### config.mk
export PLATFORM = sky130hd
export DESIGN_NAME = pipct_queue
export DESIGN_NICKNAME = d
export VERILOG_FILES = /design/src/hw/rtl/pipct_pkg.sv /design/src/hw/rtl/pipct_queue.sv
export SDC_FILE = /design/constraint.sdc
export NUM_CORES = 1
export LEC_CHECK = 0
export BUFFER_PORTS_ARGS = -buffer_cell sky130_fd_sc_hd__buf_2
export CORE_MARGIN = 2
export CORE_UTILIZATION = 40
export CTS_CLUSTER_SIZE = 40
export DETAILED_ROUTE_END_ITERATION = 12
export SLEW_MARGIN = 0
export SYNTH_ARGS = -nofsm -noshare
export SYNTH_HDL_FRONTEND = slang
export SYNTH_SLANG_ARGS = --single-unit
### constraint.sdc
create_clock -name clk -period 11.42 [get_ports clk]
set_clock_uncertainty 0.15 [all_clocks]
set_input_delay 0.571 -clock clk [delete_from_list [all_inputs] [get_ports clk]]
set_output_delay 0.571 -clock clk [all_outputs]
set_load 0.01 [all_outputs]
### src/hw/rtl/pipct_pkg.sv
// ----------------------------------------------------------------------------
// pipct_pkg
// Shared constants and types for the point-in-polygon crossing test core.
// ----------------------------------------------------------------------------
package pipct_pkg;

	localparam int MAX_SIDES = 16;
	localparam int SLOT_W    = 4;
	localparam int ADDR_W    = $clog2(MAX_SIDES);
	localparam int SIDES_W   = 5;
	localparam int COORD_W   = 32;
	localparam int DIFF_W    = COORD_W + 1;
	localparam int PROD_W    = 2 * DIFF_W;
	localparam int Q_DEPTH   = 2;
	localparam int Q_PTR_W   = $clog2(Q_DEPTH);
	localparam int Q_CNT_W   = $clog2(Q_DEPTH + 1);

	typedef enum logic {
		OP_VERTEX = 1'b0,
		OP_QUERY  = 1'b1
	} op_t;

	typedef struct packed {
		op_t                        op;
		logic [SLOT_W-1:0]          slot;
		logic signed [COORD_W-1:0]  x;
		logic signed [COORD_W-1:0]  y;
	} item_t;

	typedef struct packed {
		logic empty;
		logic full;
	} q_stat_t;

endpackage

### src/hw/rtl/pipct_queue.sv
// ----------------------------------------------------------------------------
// pipct_queue
// Short item queue between the input stage and the edge walker.
// ----------------------------------------------------------------------------
module pipct_queue (
	input  logic               clk,
	input  logic               arst_n,
	input  logic               push,
	input  pipct_pkg::item_t   wr_item,
	input  logic               pop,
	output pipct_pkg::item_t   head,
	output pipct_pkg::q_stat_t stat
);
	import pipct_pkg::*;

	logic [Q_CNT_W-1:0] cnt_q;
	logic [Q_PTR_W-1:0] wp_q;
	logic [Q_PTR_W-1:0] rp_q;
	item_t              slots_q [Q_DEPTH];

	assign stat.empty = (cnt_q == '0);
	assign stat.full  = (cnt_q == Q_CNT_W'(Q_DEPTH));
	assign head       = slots_q[rp_q];

	always_ff @(posedge clk or negedge arst_n) begin
		if (!arst_n) begin
			cnt_q <= '0;
			wp_q  <= '0;
			rp_q  <= '0;
		end else begin
			if (push) begin
				wp_q <= wp_q + 1'b1;
			end
			if (pop) begin
				rp_q <= rp_q + 1'b1;
			end
			if (push && !pop) begin
				cnt_q <= cnt_q + 1'b1;
			end else if (pop && !push) begin
				cnt_q <= cnt_q - 1'b1;
			end
		end
	end

	always_ff @(posedge clk) begin
		if (push) begin
			slots_q[wp_q] <= wr_item;
		end
	end

	a_no_overflow: assert property (@(posedge clk) disable iff (!arst_n)
		push |-> (!stat.full || pop))
		else $error("queue pushed while full");

	a_no_underflow: assert property (@(posedge clk) disable iff (!arst_n)
		pop |-> !stat.empty)
		else $error("queue popped while empty");

endmodule

* After elaboration in Yosys (flattened, before gate mapping) *
Memory sizes are Yosys's and may differ from the RTL's.
Cells that the tools add are included.
W data, S select, Z words.

storage, ports and cells
  register bits after elaboration = 4
  memory bits (writable) = 138
  logic and storage cells = 19
  memories = 1

memory list
  name     words  width  rd ports  clocked after Yosys merged registers in  write ports  line               RTL
  slots_q  2      69     1         0                                        1            pipct_queue.sv:19  item_t slots_q [Q_DEPTH];

operators by class
  add/sub/neg operators = 4
  eq/ne operators = 1
  muxes and demuxes = 4
  reduce and logical (&&, ||, !) cells = 6

operators with widths
  kind                   count
  $mux W2                2
  $add A1 B1 Y1 const B  2
  $add A2 B1 Y2 const B  1
  $eq A2 B2 Y1 const B   1
  $logic_and A1 B1 Y1    2
  $logic_not A1 Y1       2
  $logic_not A2 Y1       1
  $mux W1                2
  $reduce_bool A2 Y1     1
  $sub A2 B1 Y2 const B  1

* Logic depth before layout (Yosys ltp) *
  depth in word-level cells = 4
  gate-level depth with buffers = 5

* Worst setup path after synthesis *
OpenSTA, ideal clock, no wires.

  path type = input to register
  start = in push
  end = mem slots_q[0][0] (netlist bit) (enable)
  data arrival time = 3.599 ns
  path slack = 7.166 ns
  cell stages on the path = 1
  buffers on the path = 0
  path through = nor2b_1

between the ends
  word-level cells in the longest chain between the ends = 2

RTL lines
  element                        line               RTL
  from (decl)                    pipct_queue.sv:8   input logic push,
  $mux W1                        pipct_queue.sv:46  if (push) begin
  $mux W1 (implied by the code)  pipct_queue.sv:47  slots_q[wp_q] <= wr_item;
  to (decl)                      pipct_queue.sv:19

Every way passes these cells.

==> results.cfg <==
[placement]
dp_hpwl_mm = 5.86
gp_congestion = 0.658
io_buffers = 143

[setup_path]
cp_max_fo = 52
reg2reg_from = wp_q
crit_buf_inv = 2
path_cells = buf_4, mux2_4, buf_2
critPathCaptureType = output pin
critPathMaxStageDelay_ns = 0.80
slowest_stage = buf_4
cp-start-kind = flop
crit_start = rp_q
path_class = flop to output pin
critPathTopFamily = buffers and inverters
cp.required_ns = 10.70
critPathArrivalTime_ns = 2.44

[clock_network]
cts_setup_buffers = 0
clockBufferDepth = 2
htree_num_levels = 4
clk_latency_ns = 0.41
clk_pin_slew_ns = 0.06
cts_root_buffer = clkbuf_16
cts_sinks = 142
cts_made_buffers = 17
cts_tree = built

[timing]
tns_ns = 0
whs_ns = 0.193
period_share = 0.277
maxSlewViolCount = 0
rsz0062_at_grt = no
tightest_slew_ns = 0.987
hold_viol = 0
fin_crit_ns = 3.16
max_freq_mhz = 316
setup_viol = 0
relSlewSlack = 0.342

[floorplan]
io_pins = 144
num_rows = 42
die_y_um = 121
dieWidth_um = 121
initial_utilization = 0.413
die_area_um2 = 14800
core_area_um2 = 13300

[synthesis]
ys_warn_count = 0
synth-seq-cells = 142
synth.net_count = 305
ys_seq_area_frac = 0.769
netlist_instances = 231
synth_cell_type_count = 12
syn_area_um2 = 5520
syn_avg_cell_area_um2 = 23.9

[grt]
grt_pass1_wl_mm = 13.9
grtUsageTotal = 0.132
grt_max_degree = 70
antenna_found_initial = 0
grt_pass1_vias = 2642
overflow = 0

[min_path]
hp-class = input port to flop
hp-start = wr_item[45]

[finish]
layout.nets = 462
n_antenna_cell = 0
drive_above_1_share = 0.613
syn_to_final_growth_pct = 26.6

[routing]
wirelength_mm = 9.29
wl_per_cell_um = 16.1
via_count = 2608
drtIter0Drc = 164
firstDrtPassIters = 4
vias_per_cell = 4.52
drc = 0
antenna_left = 0

[run_status]
status = finished clean

[power]
ir_worst_vdd_v = 0.000155
power_density_nw_per_um2 = 263
power_leakage_uw = 0.00284

[job]
drv_cap = 0
## logic make-up after synthesis
group,count (synthesis),synth area share
flops,142,0.769
buf+inv,9,0.0281
mux,69,0.188
simple gates,5,0.00476
fa+ha+maj,1,0.00227
xor+xnor,5,0.00794
## cell usage in the layout, fill, tap and decap left out, drive strengths merged
cell type    synthesis  layout
clkinvlp             0       3
bufinv               0       5
nor2                 2       2
xnor2                1       1
ha                   1       1
dfrtp                4       4
buf                  8     145
and2                 1       1
clkinv               0       4
nor2b                2       2
edfxtp             138     138
xor2                 4       4
inv                  1       3
mux2                69      69
dlygate4sd3          0       1
clkbuf               0      18
## worst reg2reg max path, stage by stage, from the launching register on
cell and delay (ns):
dfrtp_1 0.42, nor2b_4 0.38, buf_4 0.68
## metrics by stage
step                      cell area [um2]  std cells  total power [uW]  setup WS [ns]  utilization
final                                6990        577              1840           8.26        0.523
after global routing                 6990        577              1920           8.14        0.523
after CTS                            6990        577              1870           8.19        0.523
after detailed placement             6330        544              1270           8.64        0.474
after global placement               6330        544              1270           8.65        0.474
after floorplan                      5520        231              1150           7.17            -
## report_power, final
| group | internal (uW) | total (uW) | switching, uW | leakage, uW |
|---|---|---|---|---|
| sequential | 695 | 741 | 45.7 | 0.00134 |
| combinational | 268 | 505 | 237 | 0.00120 |
| clock | 387 | 590 | 203 | 0.000302 |
## what timing repair did
item,4_1_cts,5_1_grt
hold endpoints to repair,4,0
gates resized for setup,0,0
hold buffers,1,0
## synthesized netlist by cell type (all sizes together)
cell | count | area, um2
nor2b | 2 | 12.5
ha | 1 | 12.5
nor2 | 2 | 7.51
mux2 | 69 | 1040
edfxtp | 138 | 4140
xnor2 | 1 | 8.76
dfrtp | 4 | 100
and2 | 1 | 6.26
inv | 1 | 3.75
buf | 8 | 151
xor2 | 4 | 35.0
## cell type report
type / instances / area (um2)
clock buffer: 18 / 429
clock inverter: 14 / 215
fill: 1124 / 6360
inverter: 1 / 3.75
multi-input combinational: 80 / 1130
sequential: 142 / 4250
tap: 176 / 220
timing repair buffer: 146 / 741
## state kept, by name (all words and copies together), names as in the netlist
name	cells
slots_q	138
cnt_q	2
rp_q	1
wp_q	1
## metal layers
| layer | global-route usage | part of all wire |
|---|---|---|
| met5 | 0 | 0 |
| met4 | 0.0625 | 0.017 |
| met3 | 0.0536 | 0.075 |
| met2 | 0.206 | 0.49 |
| met1 | 0.158 | 0.42 |
## final timing paths
path / slack, ns / endpoint / depth (start not counted)
min reg2reg: 0.34 / cnt_q[1] / 1
min: 0.19 / slots_q[0][45] / 1
max: 8.26 / head[51] / 3
min in group asynchronous: 0.36 / rp_q / 2
max reg2reg: 9.37 / slots_q[0][2] / 2
max in group asynchronous: 10.63 / rp_q / 2
Power figures use the tool's default switching activity.
