### config.mk
export PLATFORM = sky130hd
export DESIGN_NAME = pipct_front
export DESIGN_NICKNAME = d
export VERILOG_FILES = /design/src/hw/rtl/pipct_pkg.sv /design/src/hw/rtl/pipct_front.sv
export SDC_FILE = /design/constraint.sdc
export NUM_CORES = 1
export LEC_CHECK = 0
export ABC_AREA = 1
export BUFFER_PORTS_ARGS = -buffer_cell sky130_fd_sc_hd__buf_2
export CORE_MARGIN = 2
export CORE_UTILIZATION = 35
export DETAILED_ROUTE_END_ITERATION = 16
export GPL_TIMING_DRIVEN = 1
export HOLD_SLACK_MARGIN = 0.05
export PLACE_DENSITY = 0.8
export SLEW_MARGIN = 20
export SYNTH_ARGS = -nofsm -noshare
export SYNTH_HDL_FRONTEND = slang
export SYNTH_SLANG_ARGS = --single-unit
### constraint.sdc
create_clock -name clk -period 8.6 [get_ports clk]
set_input_delay 0.86 -clock clk [delete_from_list [all_inputs] [get_ports clk]]
set_output_delay 0.86 -clock clk [all_outputs]
set_load 0.01 [all_outputs]
### src/hw/rtl/pipct_pkg.sv
// ----------------------------------------------------------------------------
// pipct_pkg
// Shared constants and types for the point-in-polygon crossing test core.
// ----------------------------------------------------------------------------
package pipct_pkg;

	localparam int MAX_SIDES = 16;
	localparam int SLOT_W    = 4;
	localparam int ADDR_W    = $clog2(MAX_SIDES);
	localparam int SIDES_W   = 5;
	localparam int COORD_W   = 32;
	localparam int DIFF_W    = COORD_W + 1;
	localparam int PROD_W    = 2 * DIFF_W;
	localparam int Q_DEPTH   = 2;
	localparam int Q_PTR_W   = $clog2(Q_DEPTH);
	localparam int Q_CNT_W   = $clog2(Q_DEPTH + 1);

	typedef enum logic {
		OP_VERTEX = 1'b0,
		OP_QUERY  = 1'b1
	} op_t;

	typedef struct packed {
		op_t                        op;
		logic [SLOT_W-1:0]          slot;
		logic signed [COORD_W-1:0]  x;
		logic signed [COORD_W-1:0]  y;
	} item_t;

	typedef struct packed {
		logic empty;
		logic full;
	} q_stat_t;

endpackage

### src/hw/rtl/pipct_front.sv
// ----------------------------------------------------------------------------
// pipct_front
// Input stage: takes items, classifies them and hands them to the queue.
// ----------------------------------------------------------------------------
module pipct_front (
	input  logic                                 clk,
	input  logic                                 arst_n,
	input  logic                                 start,
	input  logic                                 kind,
	input  logic [pipct_pkg::SLOT_W-1:0]         vertex_slot,
	input  logic signed [pipct_pkg::COORD_W-1:0] coord_x,
	input  logic signed [pipct_pkg::COORD_W-1:0] coord_y,
	input  pipct_pkg::q_stat_t                   stat,
	output logic                                 busy,
	output logic                                 push,
	output pipct_pkg::item_t                     item
);
	import pipct_pkg::*;

	logic  hold_q;
	item_t item_q;
	logic  accept;
	logic  keep;
	op_t   op_in;

	// drop vertex writes to slots beyond the store
	always_comb begin
		op_in = (kind == 1'b1) ? OP_QUERY : OP_VERTEX;
		keep  = (op_in == OP_QUERY) ||
			((SIDES_W + 1)'(vertex_slot) < (SIDES_W + 1)'(MAX_SIDES));
	end

	assign busy   = hold_q && stat.full;
	assign accept = start && !busy;
	assign push   = hold_q && !stat.full;
	assign item   = item_q;

	always_ff @(posedge clk or negedge arst_n) begin
		if (!arst_n) begin
			hold_q <= 1'b0;
		end else if (accept) begin
			hold_q <= keep;
		end else if (push) begin
			hold_q <= 1'b0;
		end
	end

	always_ff @(posedge clk) begin
		if (accept) begin
			item_q.op   <= op_in;
			item_q.slot <= vertex_slot;
			item_q.x    <= coord_x;
			item_q.y    <= coord_y;
		end
	end

endmodule

Yosys cells after proc, flatten, opt, wreduce, memory -nomap -nowiden:

Cells that the tools add are included.

* add/subtract/negate cells: 0
* multiply operators: 0
* divide/modulo/power cells: 0
* order comparisons: 0
* equality and inequality tests: 0
* shifts and indexed selects: 0
* mux-type cells: 3
* bitwise gates (word level): 0
* reductions and logical operators: 6

Operators by type and width (number)
* 1-bit logical AND: 3
* 1-bit 2-to-1 mux: 3
* 1-bit logical NOT: 2
* 2-bit nonzero test: 1

* register bits: 70
* latch bits: 0
* RAM bits: 0
* ROM bits: 0
* input port bits: 74
* output and inout port bits: 71
* word-level logic and storage cells: 14
* memories kept: 0

Logic depth before layout (Yosys ltp):

Gate-level depths: netlist of the first run.

* depth in word-level cells: 4
* mapped depth: 2
* depth with buffers taken out: 2

Least setup slack after synthesis of the first run:

OpenSTA, ideal clock, no wires.

* kind: in2reg
* start: input start
* end: register item_q (netlist bit item[0]), enable pin
* library setup time: 519 ps
* data arrival time: 4247 ps
* data required time: 8081 ps
* slack: 3834 ps
* stages on the path: 2
* path buffers: 0
* path through: inv_1 > a21oi_1

* word-level cells in the longest chain between the ends: 1

RTL lines
* start: declaration: RTL line pipct_front.sv:8 `input logic start,`
* 1-bit logical AND: RTL line pipct_front.sv:34 `assign accept = start && !busy;`
* net accept: RTL line pipct_front.sv:22 `logic accept;`
* end: declaration: RTL line pipct_front.sv:21 `item_t item_q;`

The timed path passes the listed nets, and every way through them passes these cells.
A chain may end at the register's enable or synchronous reset.

Worst setup path in the final report of the first run:

* start: input stat[0] in the netlist's numbering
* end: register item_q (netlist bit item[7]), enable pin

* word-level cells in the longest chain between the ends: 3

RTL lines
* start: declaration: RTL line pipct_front.sv:13 `input pipct_pkg::q_stat_t stat,`
* 1-bit logical AND: RTL line pipct_front.sv:33 `assign busy = hold_q && stat.full;`
* 1-bit logical NOT: RTL line pipct_front.sv:34
* 1-bit logical AND: RTL line pipct_front.sv:34
* net accept: RTL line pipct_front.sv:22

The timed path passes the listed nets, and every way through them passes these cells.

==> impl_metrics.csv, run 1 <==
group,metric,value,unit
routing,detail-route-antenna-nets,0,
die,start_util,36.10,%
setup_path,worstPathArrival,2.34,ns
pwr,combPwrFrac,8.0,%
yosys,synthCells,77,
global_route,grt_pass1_vias,1273,
timing,rsz0062_at_grt,"false",
place,dp_slack,5.854,ns
routing,drc,0,
pwr,power_frac_seq,61.5,%
final_layout,final_nets,306,
clocking,numCtsBuffers,9,
die,dieArea,0.006709,sq mm
routing,vias_per_cell,4.252,
final_layout,antenna_cells,0,
clocking,cts_resized,0,
place,gp_congestion,0.6643,
global_route,antenna_found_initial,0,
yosys,synth_fp_nets,151,
final_layout,multi_input_area,27.53,sq um
clocking,clock_latency,0.32,ns
timing,setup_viol,0,
timing,fin_setup_tns,0,ns
global_route,grt.total_usage,12.12,%
final_layout,layout_commonest_cell,"buf_2",
pwr,power_density,211.2,mW/mm^2
setup_path,cp.required,8.57,ns
setup_path,r2r_setup_slack,6.46,ns
die,fp.dieW,81.91,microns
clocking,cts_buffer_depth,2,
setup_path,start_kind,"primary input",
global_route,grt_max_degree,38,
clocking,postCtsHoldBufs,0,
clocking,cts.clk_slew.worst_paths,0.06,ns
die,die_h,81.91,microns
setup_path,cp-end-kind,"flop",
final_layout,fillers,511,
clocking,cts_root_buffer,"clkbuf_8",
routing,wl_per_cell,13.44,microns
timing,slew_violations,0,
clocking,cts.sinks,70,
yosys,synth_cell_types,6,
final_layout,area_delta_synth_final,45.76,%
job,maxCapViolations,0,
pwr,ir_drop,0.1088,mV
outcome,outcome,"completed",
die,num_rows,28,
timing,worst_slack,6.225,ns
routing,firstDrtPassIters,4,
pwr,p_switching,134.7,uW
yosys,synth_warnings,0,
timing,hold_viol_final,0,
place,port_buffers,143,
timing,holdWs,0.3026,ns
routing,wirelength,4166,microns
timing,clock_skew,0.004572,ns
clocking,cts_tree,"done",
timing,min_period,2.375,ns
routing,vias,1318,
pwr,p_int,519.4,uW
final_layout,drive_gt1_share,65.96,%
timing,finalCritPeriodShare,27.62,%
global_route,grt.overflow.total,0,
die,io_pins,145,
pwr,leakage,1.341,nW
worst_hold_path,hold_class,"in -> async",
setup_path,path_max_fanout,37,
yosys,synth-seq-cells,70,
pwr,clkPwrFrac,30.5,%
clocking,cts_setup_buffers,0,
timing,fmax,0.4210,GHz
routing,drtIter0Drc,29,
final_layout,seqCellArea,0.002097,sq mm
die,core,0.005886,sq mm
global_route,grt_pass1_wl,5630,microns
yosys,synth_area,0.002125,sq mm
clocking,htreeDepth,3,
final_layout,final_cell_mix,"buf_2, edfxtp_1, clkbuf_8, inv_1, clkinv_1",
yosys,seq_area_frac_synth,98.70,%
setup_path,path_class,"in -> reg",
pwr,power.share.switching,20.60,%
yosys,synth.avg_cell_area,27.59,sq um
timing,worst_pin_slew,0.9946,ns
timing,slew_headroom,33.55,%
-- critical path: stages --
cell	delay (ns)
buf_2	0.13
a21oi_4	0.78
buf_4	0.54
-- registers in the layout, indices dropped and copies added (netlist names) --
signal / count
item: 69
hold_q: 1
-- power groups by stage --
stage,clock [mW],sequential (mW),combinational (mW)
6_report,0.200,0.402,0.0525
5_1_grt,0.221,0.403,0.0581
4_1_cts,0.210,0.402,0.0537
3_5_place_dp,0,0.410,0.0536
3_3_place_gp,0,0.409,0.0526
2_1_floorplan,0,0.422,0.00713
-- logic make-up (layout without fill, tap and decap cells) --
logic type / Yosys count / after routing / synth area share, %
flip-flops: 70 / 70 / 98.70
AND/OR/NAND/NOR: 3 / 3 / 0.5300
buffers and inverters: 3 / 161 / 0.5300
AO/OA/AOI/OAI: 1 / 1 / 0.2353
-- metal layers --
metal | vias to the layer above | part of all wire (%) | GRT usage (%)
met5 | - | 0 | 0
met4 | 0 | 1.9 | 8.500
met3 | 8 | 14 | 6.374
met2 | 92 | 47 | 18.37
met1 | 609 | 37 | 12.99
li1 | 609 | - | -
-- synthesized netlist by cell type, drive strengths merged --
master	n	share of area, %
a21oi	1	0.24
dfrtp	1	1.2
edfxtp	69	98
inv	3	0.53
nand2	2	0.35
nor2	1	0.18
-- cell type report --
| class | count | share of cell area (%) |
|---|---|---|
| inverters | 3 | 0.3636 |
| clock buffers | 10 | 4.121 |
| clock inverters | 4 | 0.5253 |
| multi-input cells | 4 | 0.8889 |
| well taps | 75 | 3.030 |
| flip-flops and latches | 70 | 67.72 |
| repair buffers | 144 | 23.35 |
-- final timing paths --
kind,from,end,cells past startpoint
setup / recovery,stat[0],item[7],3
hold / removal,arst_n,hold_q,1
setup reg to reg,hold_q,item[7],2
hold reg to reg,hold_q,hold_q,2
max in group asynchronous,arst_n,hold_q,1
min in group clk,hold_q,hold_q,2
-- through the flow --
stage          cells  power [mW]  util [%]  instance area [sq um]
5_1_grt          310      0.6829     52.61                   3097
4_1_cts          310      0.6654     52.61                   3097
3_5_place_dp     296      0.4632     50.17                   2953
6_report         310      0.6542     52.61                   3097
3_3_place_gp     296      0.4615     50.17                   2953
2_1_floorplan     77      0.4290         -                   2125
Note: power is estimated with default switching activity, not from simulation.
==> inputs of run 2 (changes only) <==
--- a/config.mk
+++ b/config.mk
@@ -5,14 +5,14 @@
 export SDC_FILE = /design/constraint.sdc
 export NUM_CORES = 1
 export LEC_CHECK = 0
-export ABC_AREA = 1
+export ABC_AREA = 0
 export BUFFER_PORTS_ARGS = -buffer_cell sky130_fd_sc_hd__buf_2
 export CORE_MARGIN = 2
 export CORE_UTILIZATION = 35
 export DETAILED_ROUTE_END_ITERATION = 16
 export GPL_TIMING_DRIVEN = 1
 export HOLD_SLACK_MARGIN = 0.05
-export PLACE_DENSITY = 0.8
+export PLACE_DENSITY = 0.83
 export SLEW_MARGIN = 20
 export SYNTH_ARGS = -nofsm -noshare
 export SYNTH_HDL_FRONTEND = slang
==> constraint.sdc (replaced) <==
create_clock -name clk -period 2 [get_ports clk]
set_input_delay 0.2 -clock clk [delete_from_list [all_inputs] [get_ports clk]]
set_output_delay 0.2 -clock clk [all_outputs]
set_load 0.01 [all_outputs]
==> run 2 against run 1 <==
Net effect: non-clock buffer count increased by 72; largest cell class unchanged; critical path depth increased by 1; final cell count increased by 23%; final area increased by 26%; routed wire length increased by 36%; critical endpoint is now item[43]; sequential power increased to 4.3 times the previous value.
==> impl_metrics.csv, run 2 <==
group,metric,value,unit
yosys,synth_xor_area_share,0,%
final_layout,finalInstanceArea,0.003889,sq mm
final_layout,final_nets,375,
yosys,synth_warnings,0,
timing,hold_viol_final,0,
routing,wirelength,5676,microns
timing,slew_headroom,70.88,%
yosys,synth-simple-area-share,0.7638,%
yosys,synthCells,74,
clocking,cts.clk_slew.worst_paths,0.07,ns
routing,detail-route-antenna-nets,0,
pwr,leakage,1.664,nW
yosys,yosys_most_used_dff,"edfxtp_1",
global_route,grt_pass1_vias,1717,
setup_path,crit_path_top_delay_cell,"dlygate4sd3_1",
timing,finalCritPeriodShare,72.71,%
setup_path,start_kind,"primary input",
clocking,clock_latency,0.33,ns
outcome,outcome,"completed",
global_route,grt.total_usage,17.05,%
timing,rsz0062_at_grt,"false",
die,fp.dieW,82,microns
yosys,synth-edff-count,69,
job,maxCapViolations,0,
pwr,power_density,841.4,mW/mm^2
die,die_h,82,microns
routing,drtIter0Drc,53,
final_layout,final_cell_mix,"buf_2, dlygate4sd3_1, edfxtp_1, clkbuf_8",
setup_path,cp-end-kind,"flop",
routing,firstDrtPassIters,4,
yosys,synth.avg_cell_area,28.78,sq um
routing,vias_per_cell,4.176,
setup_path,r2r_setup_slack,0.61,ns
timing,clock_skew,0.008303,ns
timing,slew_violations,0,
setup_path,worstPathArrival,1.43,ns
routing,wl_per_cell,14.90,microns
die,dieArea,0.006724,sq mm
setup_path,path_delay_family,"buffers and inverters",
timing,worst_pin_slew,0.4369,ns
timing,holdWs,0.1692,ns
setup_path,reg2reg_depth,2,
place,dp_hpwl,3200,microns
place,gp_congestion,0.7078,
timing,fmax,0.6876,GHz
yosys,synth_area,0.002130,sq mm
die,start_util,36.18,%
global_route,antenna_found_initial,0,
clocking,numCtsBuffers,9,
pwr,ir_drop,0.5872,mV
setup_path,path_max_fanout,35,
setup_path,crit_buf_inv,3,
place,port_buffers,143,
die,io_pins,145,
timing,min_period,1.454,ns
routing,vias,1591,
setup_path,path_cells,"dlygate4sd3_1 > buf_2 > a21boi_4 > buf_4",
yosys,async_flop_share,1.429,%
clocking,cts_tree,"done",
yosys,synth-seq-cells,70,
clocking,cts.sinks,70,
clocking,cts_root_buffer,"clkbuf_8",
final_layout,largest_reg_flops,69,
setup_path,path_depth,4,
yosys,synth_fp_nets,148,
yosys,ys_top_cells_by_area,"edfxtp_1, dfrtp_1, a21o_2",
worst_hold_path,hold_depth,2,
yosys,synth_top_family_by_area,"compound AO/OA/AOI/OAI gates",
yosys,seq_area_frac_synth,98.47,%
final_layout,area_delta_synth_final,82.61,%
setup_path,path_class,"in -> reg",
die,num_rows,28,
global_route,grt_max_degree,36,
yosys,synth_cell_types,6,
setup_path,worst_path_largest_cell_delay,0.54,ns
final_layout,drive_gt1_share,53.27,%
clocking,cts_resized,0,
clocking,htreeDepth,3,
final_layout,antenna_cells,0,
clocking,cts_buffer_depth,2,
global_route,grt.overflow.total,0,
worst_hold_path,hold_class,"in -> reg",
final_layout,layout_commonest_cell,"buf_2",
yosys,yosysTopAreaCellShare,97.30,%
yosys,yosys.area_share.adder,0,%
place,placed_cell_area,0.002965,sq mm
global_route,grt_pass1_wl,7976,microns
yosys,synth_mux_area_share,0,%
yosys,synth.most_common_cell,"edfxtp_1",
clocking,cts_setup_buffers,0,
routing,drc,0,
die,core,0.005886,sq mm
setup_path,cp.required,1.98,ns
yosys,synth-compound-area-share,0.7638,%
timing,setup_viol,0,
yosys,yosysTopAreaCell,"edfxtp_1",
run 2: changes by cell type in the layout (fill, tap and decap cells not counted), sizes merged:
| cell | previous run | this run |
|---|---|---|
| a21boi | 0 | 1 |
| a21o | 0 | 1 |
| a21oi | 1 | 0 |
| and2 | 0 | 1 |
| and2b | 0 | 1 |
| buf | 144 | 145 |
| bufinv | 0 | 2 |
| clkbuf | 10 | 9 |
| clkinvlp | 0 | 1 |
| dlygate4sd3 | 0 | 71 |
| inv | 3 | 0 |
| nand2 | 2 | 0 |
| nor2 | 1 | 0 |
run 2: per-stage QoR:
| stage | util [%] | cells | setup TNS, ns | power [mW] | worst slack, ns |
|---|---|---|---|---|---|
| finish | 66.07 | 381 | 0 | 3.272 | 0.5457 |
| global route | 66.07 | 381 | 0 | 3.402 | 0.5111 |
| CTS | 66.07 | 381 | 0 | 3.297 | 0.5873 |
| detailed placement | 50.38 | 294 | 0 | 1.994 | 0.6333 |
| global placement | 50.38 | 294 | 0 | 1.986 | 0.6735 |
| floorplan | - | 74 | -1.176 | 1.841 | -0.01705 |
run 2: area by class of cell:
| cell class | count | area (sq um) |
|---|---|---|
| flip-flops and latches | 70 | 2097 |
| clock inverters | 7 | 88.84 |
| fillers | 415 | 1997 |
| clock buffers | 9 | 123.9 |
| well taps | 75 | 93.84 |
| repair buffers | 216 | 1441 |
| multi-input cells | 4 | 43.79 |
run 2: worst paths after layout:
kind	end	startpoint
setup / recovery	item[43]	start
hold / removal	hold_q	stat[0]
setup reg to reg	item[43]	hold_q
min in group asynchronous	hold_q	arst_n
max in group asynchronous	hold_q	arst_n
hold reg to reg	hold_q	hold_q
run 2: metal layers:
layer	part of all wire (%)	global-route usage (%)	up-vias	wire length [microns]
met4	2.3	9.000	0	131
li1	-	-	754	-
met5	0	0	-	0
met3	9.5	6.923	15	539
met1	35	16.81	730	1980
met2	53	30.41	92	3025
run 2: kinds of logic (layout without fill, tap and decap cells):
logic type	count (synthesis)	in the layout
buffers and inverters	0	232
AO/OA/AOI/OAI	2	2
flip-flops	70	70
AND/OR/NAND/NOR	2	2
run 2: what timing repair did:
action | 4_1_cts | 5_1_grt
hold buffers | 71 | 0
hold endpoints to repair | 71 | 0
endpoints found under the setup margin | 0 | 0
run 2: power breakdown:
group          leakage [nW]  internal [mW]  switching (mW)
clock network         0.104          0.693           0.503
logic                 0.891          0.197           0.149
registers             0.668           1.71          0.0208
total                  1.66           2.60           0.673
run 2: worst reg2reg max path, delay by kind of cell, from the launching register on:
family / cells / cell delay (ns)
buffers and inverters: 1 / 0.40
DFF: 1 / 0.44
AOI/OAI and AO/OA: 1 / 0.18
